[src/hdl/vcc_pkg.sv]
// ----------------------------------------------------------------------------
// Vector clock compare package
// Shared widths, codes and types of the vector clock comparator.
// ----------------------------------------------------------------------------
package vcc_pkg;

    // Field widths fixed by the item format.
    localparam int NODE_W = 15;
    localparam int CNT_W  = 64;
    localparam int OP_W   = 2;
    localparam int REL_W  = 2;

    // Default capacity of each clock.
    localparam int MAX_ENTRIES_DEF = 16;

    // Input operation codes.
    typedef enum logic [OP_W-1:0] {
        OP_CLEAR    = 2'd0,
        OP_APPEND_A = 2'd1,
        OP_APPEND_B = 2'd2,
        OP_COMPARE  = 2'd3
    } t_opcode;

    // Result relation codes.
    typedef enum logic [REL_W-1:0] {
        REL_EQUAL      = 2'd0,
        REL_BEFORE     = 2'd1,
        REL_AFTER      = 2'd2,
        REL_CONCURRENT = 2'd3
    } t_relation;

    // One stored clock entry.
    typedef struct packed {
        logic [NODE_W-1:0] node_id;
        logic [CNT_W-1:0]  counter;
    } t_entry;

    // Flags produced by the shared compare unit for one walk step.
    typedef struct packed {
        logic id_eq;
        logic id_a_lt;
        logic cnt_a_gt;
        logic cnt_b_gt;
    } t_cmp_res;

endpackage

[src/hdl/vcc_stream_if.sv]
// ----------------------------------------------------------------------------
// Vector clock compare channels
// Valid/ready channels for the command beats and the result beats.
// ----------------------------------------------------------------------------
interface vcc_in_if;
    logic                      valid;
    logic                      ready;
    logic [vcc_pkg::OP_W-1:0]   opcode;
    logic [vcc_pkg::NODE_W-1:0] node_id;
    logic [vcc_pkg::CNT_W-1:0]  counter;

    modport source (output valid, output opcode, output node_id, output counter,
                    input ready);
    modport sink   (input valid, input opcode, input node_id, input counter,
                    output ready);
endinterface

interface vcc_out_if;
    logic                      valid;
    logic                      ready;
    logic [vcc_pkg::REL_W-1:0] relation;
    logic                      overflow;

    modport source (output valid, output relation, output overflow, input ready);
    modport sink   (input valid, input relation, input overflow, output ready);
endinterface

[src/hdl/vcc_store.sv]
// ----------------------------------------------------------------------------
// Vector clock entry store
// Single-write, single-read memory of clock entries with registered read data.
// ----------------------------------------------------------------------------
module vcc_store #(
    parameter int DEPTH = vcc_pkg::MAX_ENTRIES_DEF,
    parameter int AW    = (DEPTH > 1) ? $clog2(DEPTH) : 1
) (
    input  logic            i_clk,
    input  logic            i_wr_en,
    input  logic [AW-1:0]   i_wr_addr,
    input  vcc_pkg::t_entry i_wr_data,
    input  logic [AW-1:0]   i_rd_addr,
    output vcc_pkg::t_entry o_rd_data
);
    import vcc_pkg::*;

    t_entry r_mem [DEPTH];
    t_entry r_rd_data;

    // Write port.
    always_ff @(posedge i_clk) begin
        if (i_wr_en) begin
            r_mem[i_wr_addr] <= i_wr_data;
        end
    end

    // Registered read port; the address is read every cycle.
    always_ff @(posedge i_clk) begin
        r_rd_data <= r_mem[i_rd_addr];
    end

    assign o_rd_data = r_rd_data;

endmodule

[src/hdl/vcc_cmp.sv]
// ----------------------------------------------------------------------------
// Vector clock step comparator
// Compares the current A and B entries: node ids and counters both ways.
// ----------------------------------------------------------------------------
module vcc_cmp (
    input  vcc_pkg::t_entry   i_a,
    input  vcc_pkg::t_entry   i_b,
    output vcc_pkg::t_cmp_res o_res
);
    import vcc_pkg::*;

    // An id equality and an id less-than compare, and one counter magnitude compare in each direction.
    always_comb begin
        o_res.id_eq    = (i_a.node_id == i_b.node_id);
        o_res.id_a_lt  = (i_a.node_id <  i_b.node_id);
        o_res.cnt_a_gt = (i_a.counter >  i_b.counter);
        o_res.cnt_b_gt = (i_b.counter >  i_a.counter);
    end

endmodule

[src/hdl/vector_clock_compare.sv]
// ----------------------------------------------------------------------------
// Vector clock compare
// Loads two vector clocks entry by entry and compares them by a merge walk.
// ----------------------------------------------------------------------------
// Usage:
// Command beats arrive on i_in. A clear or append beat updates the clocks
// and produces no result. An append to a clock that already holds
// MAX_ENTRIES entries is dropped and sets the overflow flag until the next
// clear. A compare beat starts a walk over both entry stores; the walk takes
// at most a_length + b_length merge steps, then the walk state detects the
// end of a list and the final state loads the result beat (relation,
// overflow). The walk speed is set by the single registered read port of
// each store feeding the shared step comparator.
// i_in.ready is high only while no compare is in flight; appends and clears
// are still taken while a result waits on o_out. If the receiver stalls, a
// finished compare holds in its final state until the result register frees.
// Reset empties both clocks and clears the overflow flag and the result
// valid flag; the stored entries and the result payload are not cleared.
// ----------------------------------------------------------------------------
module vector_clock_compare #(
    parameter int MAX_ENTRIES = vcc_pkg::MAX_ENTRIES_DEF
) (
    input  logic      i_clk,
    input  logic      i_rst_n,
    vcc_in_if.sink    i_in,
    vcc_out_if.source o_out
);
    import vcc_pkg::*;

    localparam int AW = (MAX_ENTRIES > 1) ? $clog2(MAX_ENTRIES) : 1;
    localparam int LW = $clog2(MAX_ENTRIES + 1);
    localparam logic [LW-1:0] FULL = LW'(MAX_ENTRIES);

    typedef enum logic [2:0] {
        S_IDLE = 3'b001,
        S_WALK = 3'b010,
        S_DONE = 3'b100
    } t_state;

    t_state          r_state, n_state;
    logic [LW-1:0]   r_a_len, n_a_len;
    logic [LW-1:0]   r_b_len, n_b_len;
    logic            r_dropped, n_dropped;
    logic [LW-1:0]   r_ia, n_ia;
    logic [LW-1:0]   r_ib, n_ib;
    logic            r_a_big, n_a_big;
    logic            r_b_big, n_b_big;
    logic            r_out_valid, n_out_valid;
    t_relation       r_relation, n_relation;
    logic            r_overflow, n_overflow;

    logic            in_acc;
    t_opcode         op;
    logic            wr_a, wr_b;
    t_entry          wr_data;
    t_entry          a_data, b_data;
    t_cmp_res        cmp;
    logic            both_live;

    assign in_acc  = i_in.valid && i_in.ready;
    assign op      = t_opcode'(i_in.opcode);
    assign wr_data = '{node_id: i_in.node_id, counter: i_in.counter};
    assign wr_a    = in_acc && (op == OP_APPEND_A) && (r_a_len != FULL);
    assign wr_b    = in_acc && (op == OP_APPEND_B) && (r_b_len != FULL);

    // Entry stores of clock A and clock B.
    vcc_store #(.DEPTH(MAX_ENTRIES), .AW(AW)) u_store_a (
        .i_clk     (i_clk),
        .i_wr_en   (wr_a),
        .i_wr_addr (r_a_len[AW-1:0]),
        .i_wr_data (wr_data),
        .i_rd_addr (n_ia[AW-1:0]),
        .o_rd_data (a_data)
    );

    vcc_store #(.DEPTH(MAX_ENTRIES), .AW(AW)) u_store_b (
        .i_clk     (i_clk),
        .i_wr_en   (wr_b),
        .i_wr_addr (r_b_len[AW-1:0]),
        .i_wr_data (wr_data),
        .i_rd_addr (n_ib[AW-1:0]),
        .o_rd_data (b_data)
    );

    // Shared comparator for the current pair of entries.
    vcc_cmp u_cmp (
        .i_a   (a_data),
        .i_b   (b_data),
        .o_res (cmp)
    );

    assign both_live = (r_ia < r_a_len) && (r_ib < r_b_len);

    // Sequencer: command decode, merge walk and result hand-off.
    always_comb begin
        n_state     = r_state;
        n_a_len     = r_a_len;
        n_b_len     = r_b_len;
        n_dropped   = r_dropped;
        n_ia        = r_ia;
        n_ib        = r_ib;
        n_a_big     = r_a_big;
        n_b_big     = r_b_big;
        n_out_valid = r_out_valid && !o_out.ready;
        n_relation  = r_relation;
        n_overflow  = r_overflow;

        case (r_state)
            S_IDLE: begin
                if (in_acc) begin
                    case (op)
                        OP_CLEAR: begin
                            n_a_len   = '0;
                            n_b_len   = '0;
                            n_dropped = 1'b0;
                        end
                        OP_APPEND_A: begin
                            if (r_a_len == FULL) begin
                                n_dropped = 1'b1;
                            end else begin
                                n_a_len = r_a_len + LW'(1);
                            end
                        end
                        OP_APPEND_B: begin
                            if (r_b_len == FULL) begin
                                n_dropped = 1'b1;
                            end else begin
                                n_b_len = r_b_len + LW'(1);
                            end
                        end
                        OP_COMPARE: begin
                            n_ia    = '0;
                            n_ib    = '0;
                            n_a_big = 1'b0;
                            n_b_big = 1'b0;
                            n_state = S_WALK;
                        end
                        default: begin
                        end
                    endcase
                end
            end

            S_WALK: begin
                if (both_live) begin
                    // One merge step on the entries read last cycle.
                    if (cmp.id_eq) begin
                        if (cmp.cnt_a_gt) begin
                            n_a_big = 1'b1;
                        end else if (cmp.cnt_b_gt) begin
                            n_b_big = 1'b1;
                        end
                        n_ia = r_ia + LW'(1);
                        n_ib = r_ib + LW'(1);
                    end else if (cmp.id_a_lt) begin
                        n_a_big = 1'b1;
                        n_ia    = r_ia + LW'(1);
                    end else begin
                        n_b_big = 1'b1;
                        n_ib    = r_ib + LW'(1);
                    end
                end else begin
                    // Leftover entries on either side count as bigger.
                    if (r_ia < r_a_len) begin
                        n_a_big = 1'b1;
                    end else if (r_ib < r_b_len) begin
                        n_b_big = 1'b1;
                    end
                    n_state = S_DONE;
                end
            end

            S_DONE: begin
                if (!r_out_valid || o_out.ready) begin
                    n_out_valid = 1'b1;
                    n_overflow  = r_dropped;
                    if (r_a_big && r_b_big) begin
                        n_relation = REL_CONCURRENT;
                    end else if (r_a_big) begin
                        n_relation = REL_AFTER;
                    end else if (r_b_big) begin
                        n_relation = REL_BEFORE;
                    end else begin
                        n_relation = REL_EQUAL;
                    end
                    n_state = S_IDLE;
                end
            end

            default: begin
                n_state = S_IDLE;
            end
        endcase
    end

    // Control state with reset.
    always_ff @(posedge i_clk) begin
        if (!i_rst_n) begin
            r_state     <= S_IDLE;
            r_a_len     <= '0;
            r_b_len     <= '0;
            r_dropped   <= 1'b0;
            r_out_valid <= 1'b0;
        end else begin
            r_state     <= n_state;
            r_a_len     <= n_a_len;
            r_b_len     <= n_b_len;
            r_dropped   <= n_dropped;
            r_out_valid <= n_out_valid;
        end
    end

    // Walk indices, flags and result payload.
    always_ff @(posedge i_clk) begin
        r_ia       <= n_ia;
        r_ib       <= n_ib;
        r_a_big    <= n_a_big;
        r_b_big    <= n_b_big;
        r_relation <= n_relation;
        r_overflow <= n_overflow;
    end

    assign i_in.ready     = (r_state == S_IDLE);
    assign o_out.valid    = r_out_valid;
    assign o_out.relation = r_relation;
    assign o_out.overflow = r_overflow;

`ifndef SYNTHESIS
    // Neither clock ever holds more than its capacity.
    a_len_bound: assert property (@(posedge i_clk) disable iff (!i_rst_n)
        (r_a_len <= FULL) && (r_b_len <= FULL))
        else $error("clock length exceeds capacity");

    // The walk indices never run past the list lengths.
    walk_idx_bound: assert property (@(posedge i_clk) disable iff (!i_rst_n)
        (r_state == S_WALK) |-> ((r_ia <= r_a_len) && (r_ib <= r_b_len)))
        else $error("walk index past list end");

    // A taken compare starts the walk on the next cycle.
    cmp_starts_walk: assert property (@(posedge i_clk) disable iff (!i_rst_n)
        (in_acc && (op == OP_COMPARE)) |=> (r_state == S_WALK))
        else $error("compare did not start a walk");

    // The lists do not change while a walk is running.
    len_stable_walk: assert property (@(posedge i_clk) disable iff (!i_rst_n)
        (r_state == S_WALK) |=> ($stable(r_a_len) && $stable(r_b_len)))
        else $error("list length changed during a walk");

    // A result is only ever loaded from the final state of a walk.
    result_from_done: assert property (@(posedge i_clk) disable iff (!i_rst_n)
        (!r_out_valid && n_out_valid) |-> (r_state == S_DONE))
        else $error("result loaded outside a compare");
`endif

endmodule

[src/flat_wrapper.sv]
// flat-port wrapper written by rule: the top's interface ports become plain ports
module vector_clock_compare_flat import vcc_pkg::*;
#(
    parameter int MAX_ENTRIES = vcc_pkg::MAX_ENTRIES_DEF
)
  (i_clk, i_rst_n, i_in_valid, i_in_opcode, i_in_node_id, i_in_counter, i_in_ready, o_out_valid, o_out_relation, o_out_overflow, o_out_ready);
  vcc_in_if i_in_i ();
  vcc_out_if o_out_i ();
  input  logic i_clk;
  input  logic i_rst_n;
  input wire logic [$bits(i_in_i.valid)-1:0] i_in_valid;
  input wire logic [$bits(i_in_i.opcode)-1:0] i_in_opcode;
  input wire logic [$bits(i_in_i.node_id)-1:0] i_in_node_id;
  input wire logic [$bits(i_in_i.counter)-1:0] i_in_counter;
  output wire logic [$bits(i_in_i.ready)-1:0] i_in_ready;
  output wire logic [$bits(o_out_i.valid)-1:0] o_out_valid;
  output wire logic [$bits(o_out_i.relation)-1:0] o_out_relation;
  output wire logic [$bits(o_out_i.overflow)-1:0] o_out_overflow;
  input wire logic [$bits(o_out_i.ready)-1:0] o_out_ready;
  assign i_in_i.valid = i_in_valid;
  assign i_in_i.opcode = i_in_opcode;
  assign i_in_i.node_id = i_in_node_id;
  assign i_in_i.counter = i_in_counter;
  assign i_in_ready = i_in_i.ready;
  assign o_out_valid = o_out_i.valid;
  assign o_out_relation = o_out_i.relation;
  assign o_out_overflow = o_out_i.overflow;
  assign o_out_i.ready = o_out_ready;
  vector_clock_compare #(.MAX_ENTRIES(MAX_ENTRIES)) u_core (.i_clk(i_clk), .i_rst_n(i_rst_n), .i_in(i_in_i), .o_out(o_out_i));
endmodule
[config.mk]
export PLATFORM = sky130hd
export DESIGN_NAME = vector_clock_compare_flat
export DESIGN_NICKNAME = d
export VERILOG_FILES = /design/src/hdl/vcc_pkg.sv /design/src/hdl/vcc_stream_if.sv /design/src/hdl/vcc_store.sv /design/src/hdl/vcc_cmp.sv /design/src/hdl/vector_clock_compare.sv /design/src/flat_wrapper.sv
export SDC_FILE = /design/constraint.sdc
export NUM_CORES = 2
export LEC_CHECK = 0
export BUFFER_PORTS_ARGS = -buffer_cell sky130_fd_sc_hd__buf_2
export CORE_UTILIZATION = 59
export CTS_BUF_LIST = sky130_fd_sc_hd__clkbuf_2
export CTS_CLUSTER_DIAMETER = 80
export CTS_CLUSTER_SIZE = 25
export DETAILED_ROUTE_END_ITERATION = 10
export PLACE_DENSITY = 0.81
export SYNTH_ARGS = -nofsm -noshare
export SYNTH_HDL_FRONTEND = slang
export SYNTH_SLANG_ARGS = --single-unit
[constraint.sdc]
create_clock -name i_clk -period 11.46 [get_ports i_clk]
set_input_delay 2.292 -clock i_clk [delete_from_list [all_inputs] [get_ports i_clk]]
set_output_delay 2.292 -clock i_clk [all_outputs]
set_load 0.02 [all_outputs]
==> impl_metrics.ini <==
[status]
outcome = complete, but fails checks
violations = DRC

[power_and_ir_drop]
seqPwrFrac_pct = 69.0
power.internal_mw = 12.3
switching_share_pct = 24.7
vdd_drop_max_v = 0.000112
leakagePower_nw = 39.2
p_per_area_nw_per_um2 = 150
netSwitchingPower_mw = 4.03
power_frac_clock_pct = 20.5
combPwrFrac_pct = 10.5

[floorplan]
rows = 154
start_util_pct = 59.5
dieWidth_um = 424
dieArea_um2 = 180000
core-area_um2 = 176000
die_height_um = 424
io_pins = 90

[sta]
finClkSkew_ns = 0.227
fin_hold_ws_ns = 0.474
worst_pin_slew_ns = 1.26
drv_slew = 0
relSlewSlack_pct = 15.9
min_period_over_period_pct = 54.2
tns_ns = 0
layout_min_cycle_time_ns = 6.22
setup_viol = 0
hold_violations = 0
rsz0062_at_grt = false
fmax_ghz = 0.161

[cts]
numCtsBuffers = 130
clkTransAtPathRegs_ns = 0.41
clock_sinks = 2716
cts_tree = done
clock_latency_ns = 1.96
cts.path.max_buffers = 3
postCtsSetupBuffers = 0
htreeDepth = 4
cts-root-buf = clkbuf_2
postCtsResizedCells = 0
ctsHoldBuffers = 0

[synth]
synth_top_flop_cell = edfxtp_1
synth_cell_types = 64
avgSynthCellArea_um2 = 16.0
synth_area_leaders = edfxtp_1, mux2i_1, dfxtp_1, a211oi_1, a221oi_1
synth-seq-cells = 2716
syn_inst = 6549
netlist_area_um2 = 105000
synth_edf_count = 2535
syn_nets = 6736
ys_top_cells_by_count = edfxtp_1, nand2_1, a211oi_1, mux2i_1, a21oi_1
synth_top_area_share_pct = 72.5
synthArstFlopShare_pct = 0
yosysMostFrequentCell = edfxtp_1
synth_top_area_cell = edfxtp_1
yosysWarnings = 0
synth-seq-area-share_pct = 76.0

[setup_path]
endpoint_kind = register
r2r_start = u_core.u_store_b.o_rd_data[66]$_DFF_P_
setup.worst_path.start_class = register
path_buf_inv = 3
r2r_cells = 13
cp_max_fo = 139
r2r-end = u_core.u_store_b.o_rd_data[27]$_DFF_P_
path_delay_family = compound AO/OA/AOI/OAI gates
critPathKind = reg2reg
crit_end = u_core.u_store_b.o_rd_data[27]$_DFF_P_
cp.arrival_ns = 7.92
crit_start = u_core.u_store_b.o_rd_data[66]$_DFF_P_
worstPathRequired_ns = 13.16
reg2reg_setup_slack_ns = 5.24
path_depth = 13
cp_cell_sequence = inv_1 > ha_1 > a21oi_1 > a21oi_1 > o31ai_1 > nand3_2 > mux2_2 > o211a_4 > buf_4 > buf_12 > mux2i_1 > a221oi_1 > or4_1
critPathMaxStageDelay_ns = 0.80
crit_slowest_cell = o211a_4
cp_common_cell = a21oi_1

[route]
ant_nets = 0
drt-total-wl_mm = 256
num_vias = 60367
wl_per_cell_um = 28.9
via_per_inst = 6.81
drt_first_pass_iters = 9
drt_iter0_drc = 8593
drcViolationCount = 14

[global_routing]
grt_usage_pct = 28.1
grt_pass1_vias = 58713
antenna_found_initial = 21
grt_max_degree = 203
overflow = 0
grt_pass1_wl_mm = 374

[placed_design]
postPlaceCellArea_um2 = 108000
hpwlAfterDp_mm = 126
gp_congestion = 0.820
io_buffers = 89

[hold_path]
holdPathStages = 1
hold_path.class = reg2reg

[cells_and_area]
area_growth_pct = 3.82
fill_cells = 12130
fin_nets = 6589
drive_above_1_share_pct = 7.60
stdcell_area_um2 = 109000

[flow_run]
drv_cap = 0
==> how the worst min path moves through the flow <==
stage / slack, ns / startpoint / end
2_1_floorplan: 0.41 / u_core.r_dropped$_SDFFE_PN0P_ / u_core.o_out.overflow$_DFFE_PP_
3_3_place_gp: 0.42 / u_core.r_dropped$_SDFFE_PN0P_ / u_core.o_out.overflow$_DFFE_PP_
3_5_place_dp: 0.43 / u_core.r_dropped$_SDFFE_PN0P_ / u_core.o_out.overflow$_DFFE_PP_
4_1_cts: 0.47 / u_core.r_a_big$_DFFE_PP_ / u_core.o_out.relation[1]$_SDFFCE_PP1P_
5_1_grt: 0.50 / u_core.r_a_big$_DFFE_PP_ / u_core.o_out.relation[1]$_SDFFCE_PP1P_
6_report: 0.47 / u_core.r_state[0]$_SDFFE_PN1P_ / u_core.r_state[2]$_SDFFE_PN0P_
==> worst reg2reg max path: stages, from the launching register on <==
cell and delay, ns:
dfxtp_1 0.47, inv_1 0.06, ha_1 0.32, a21oi_1 0.16
a21oi_1 0.16, o31ai_1 0.65, nand3_2 0.37, mux2_2 0.35
o211a_4 0.80, buf_4 0.77, buf_12 0.64, mux2i_1 0.59
a221oi_1 0.12, or4_1 0.57
==> metal layers <==
layer	global-route usage, %	vias to the layer above	wire length [µm]
met1	36.7	30368	93900
met5	0	-	77
met2	46.4	3614	124000
met3	4.34	653	25400
li1	-	25720	-
met4	13.3	12	12400
==> final cells by class <==
type	instances	area, µm²	area share, %
sequential	2716	79700	73.2
multi-input combinational	3238	23000	21.1
tap	2340	2930	2.69
timing repair buffer	207	1470	1.35
clock buffer	201	1010	0.923
inverter	109	424	0.389
clock inverter	28	338	0.310
antenna	22	55.1	0.0505
==> placed cells by master, fill, tap and decap left out, types with 89 or more instances in the layout <==
master,count
or4_1,158
buf_2,89
dfxtp_1,181
and3_1,322
clkbuf_2,201
a221oi_1,318
a311oi_1,158
a211oi_1,480
edfxtp_1,2535
ha_1,102
buf_4,107
a21oi_1,346
nand2_1,660
inv_1,107
mux2i_1,475
==> through the flow <==
step	setup slack, ns	util, %	total power [mW]	instances
after global routing	5.10	61.8	16.8	8857
after global placement	4.76	61.0	13.1	8610
after floorplan	0.183	-	12.4	6549
after CTS	5.43	61.8	16.3	8839
after detailed placement	4.70	61.0	13.1	8610
final	5.24	61.8	16.3	8861
==> registers in the layout, indices dropped and copies added (netlist names), 2 cells and up <==
| name | count |
|---|---|
| u_core.r_ib | 5 |
| u_core.u_store_a.r_mem | 1264 |
| u_core.u_store_b.r_mem | 1264 |
| u_core.u_store_a.o_rd_data | 79 |
| u_core.o_out.relation | 2 |
| u_core.u_store_b.o_rd_data | 79 |
| u_core.r_b_len | 5 |
| u_core.r_state | 3 |
| u_core.r_a_len | 5 |
| u_core.r_ia | 5 |
==> kinds of logic after synthesis <==
| logic type | Yosys count | share of synthesized area (%) |
|---|---|---|
| AND/OR/NAND/NOR | 1267 | 6.11 |
| buffers and inverters | 595 | 2.40 |
| AO/OA/AOI/OAI | 1384 | 9.66 |
| adder cells (fa/ha/maj) | 102 | 1.22 |
| multiplexers | 477 | 4.55 |
| XOR/XNOR | 8 | 0.0668 |
| flip-flops | 2716 | 76.0 |
==> power by group through the flow <==
stage          Combinational [mW]  Clock, mW  Sequential (mW)
2_1_floorplan                1.00          0             11.4
3_3_place_gp                 1.63          0             11.5
3_5_place_dp                 1.70          0             11.4
4_1_cts                      1.71       3.36             11.2
5_1_grt                      1.86       3.67             11.3
6_report                     1.72       3.34             11.2
(Power assumes the default switching activity.)
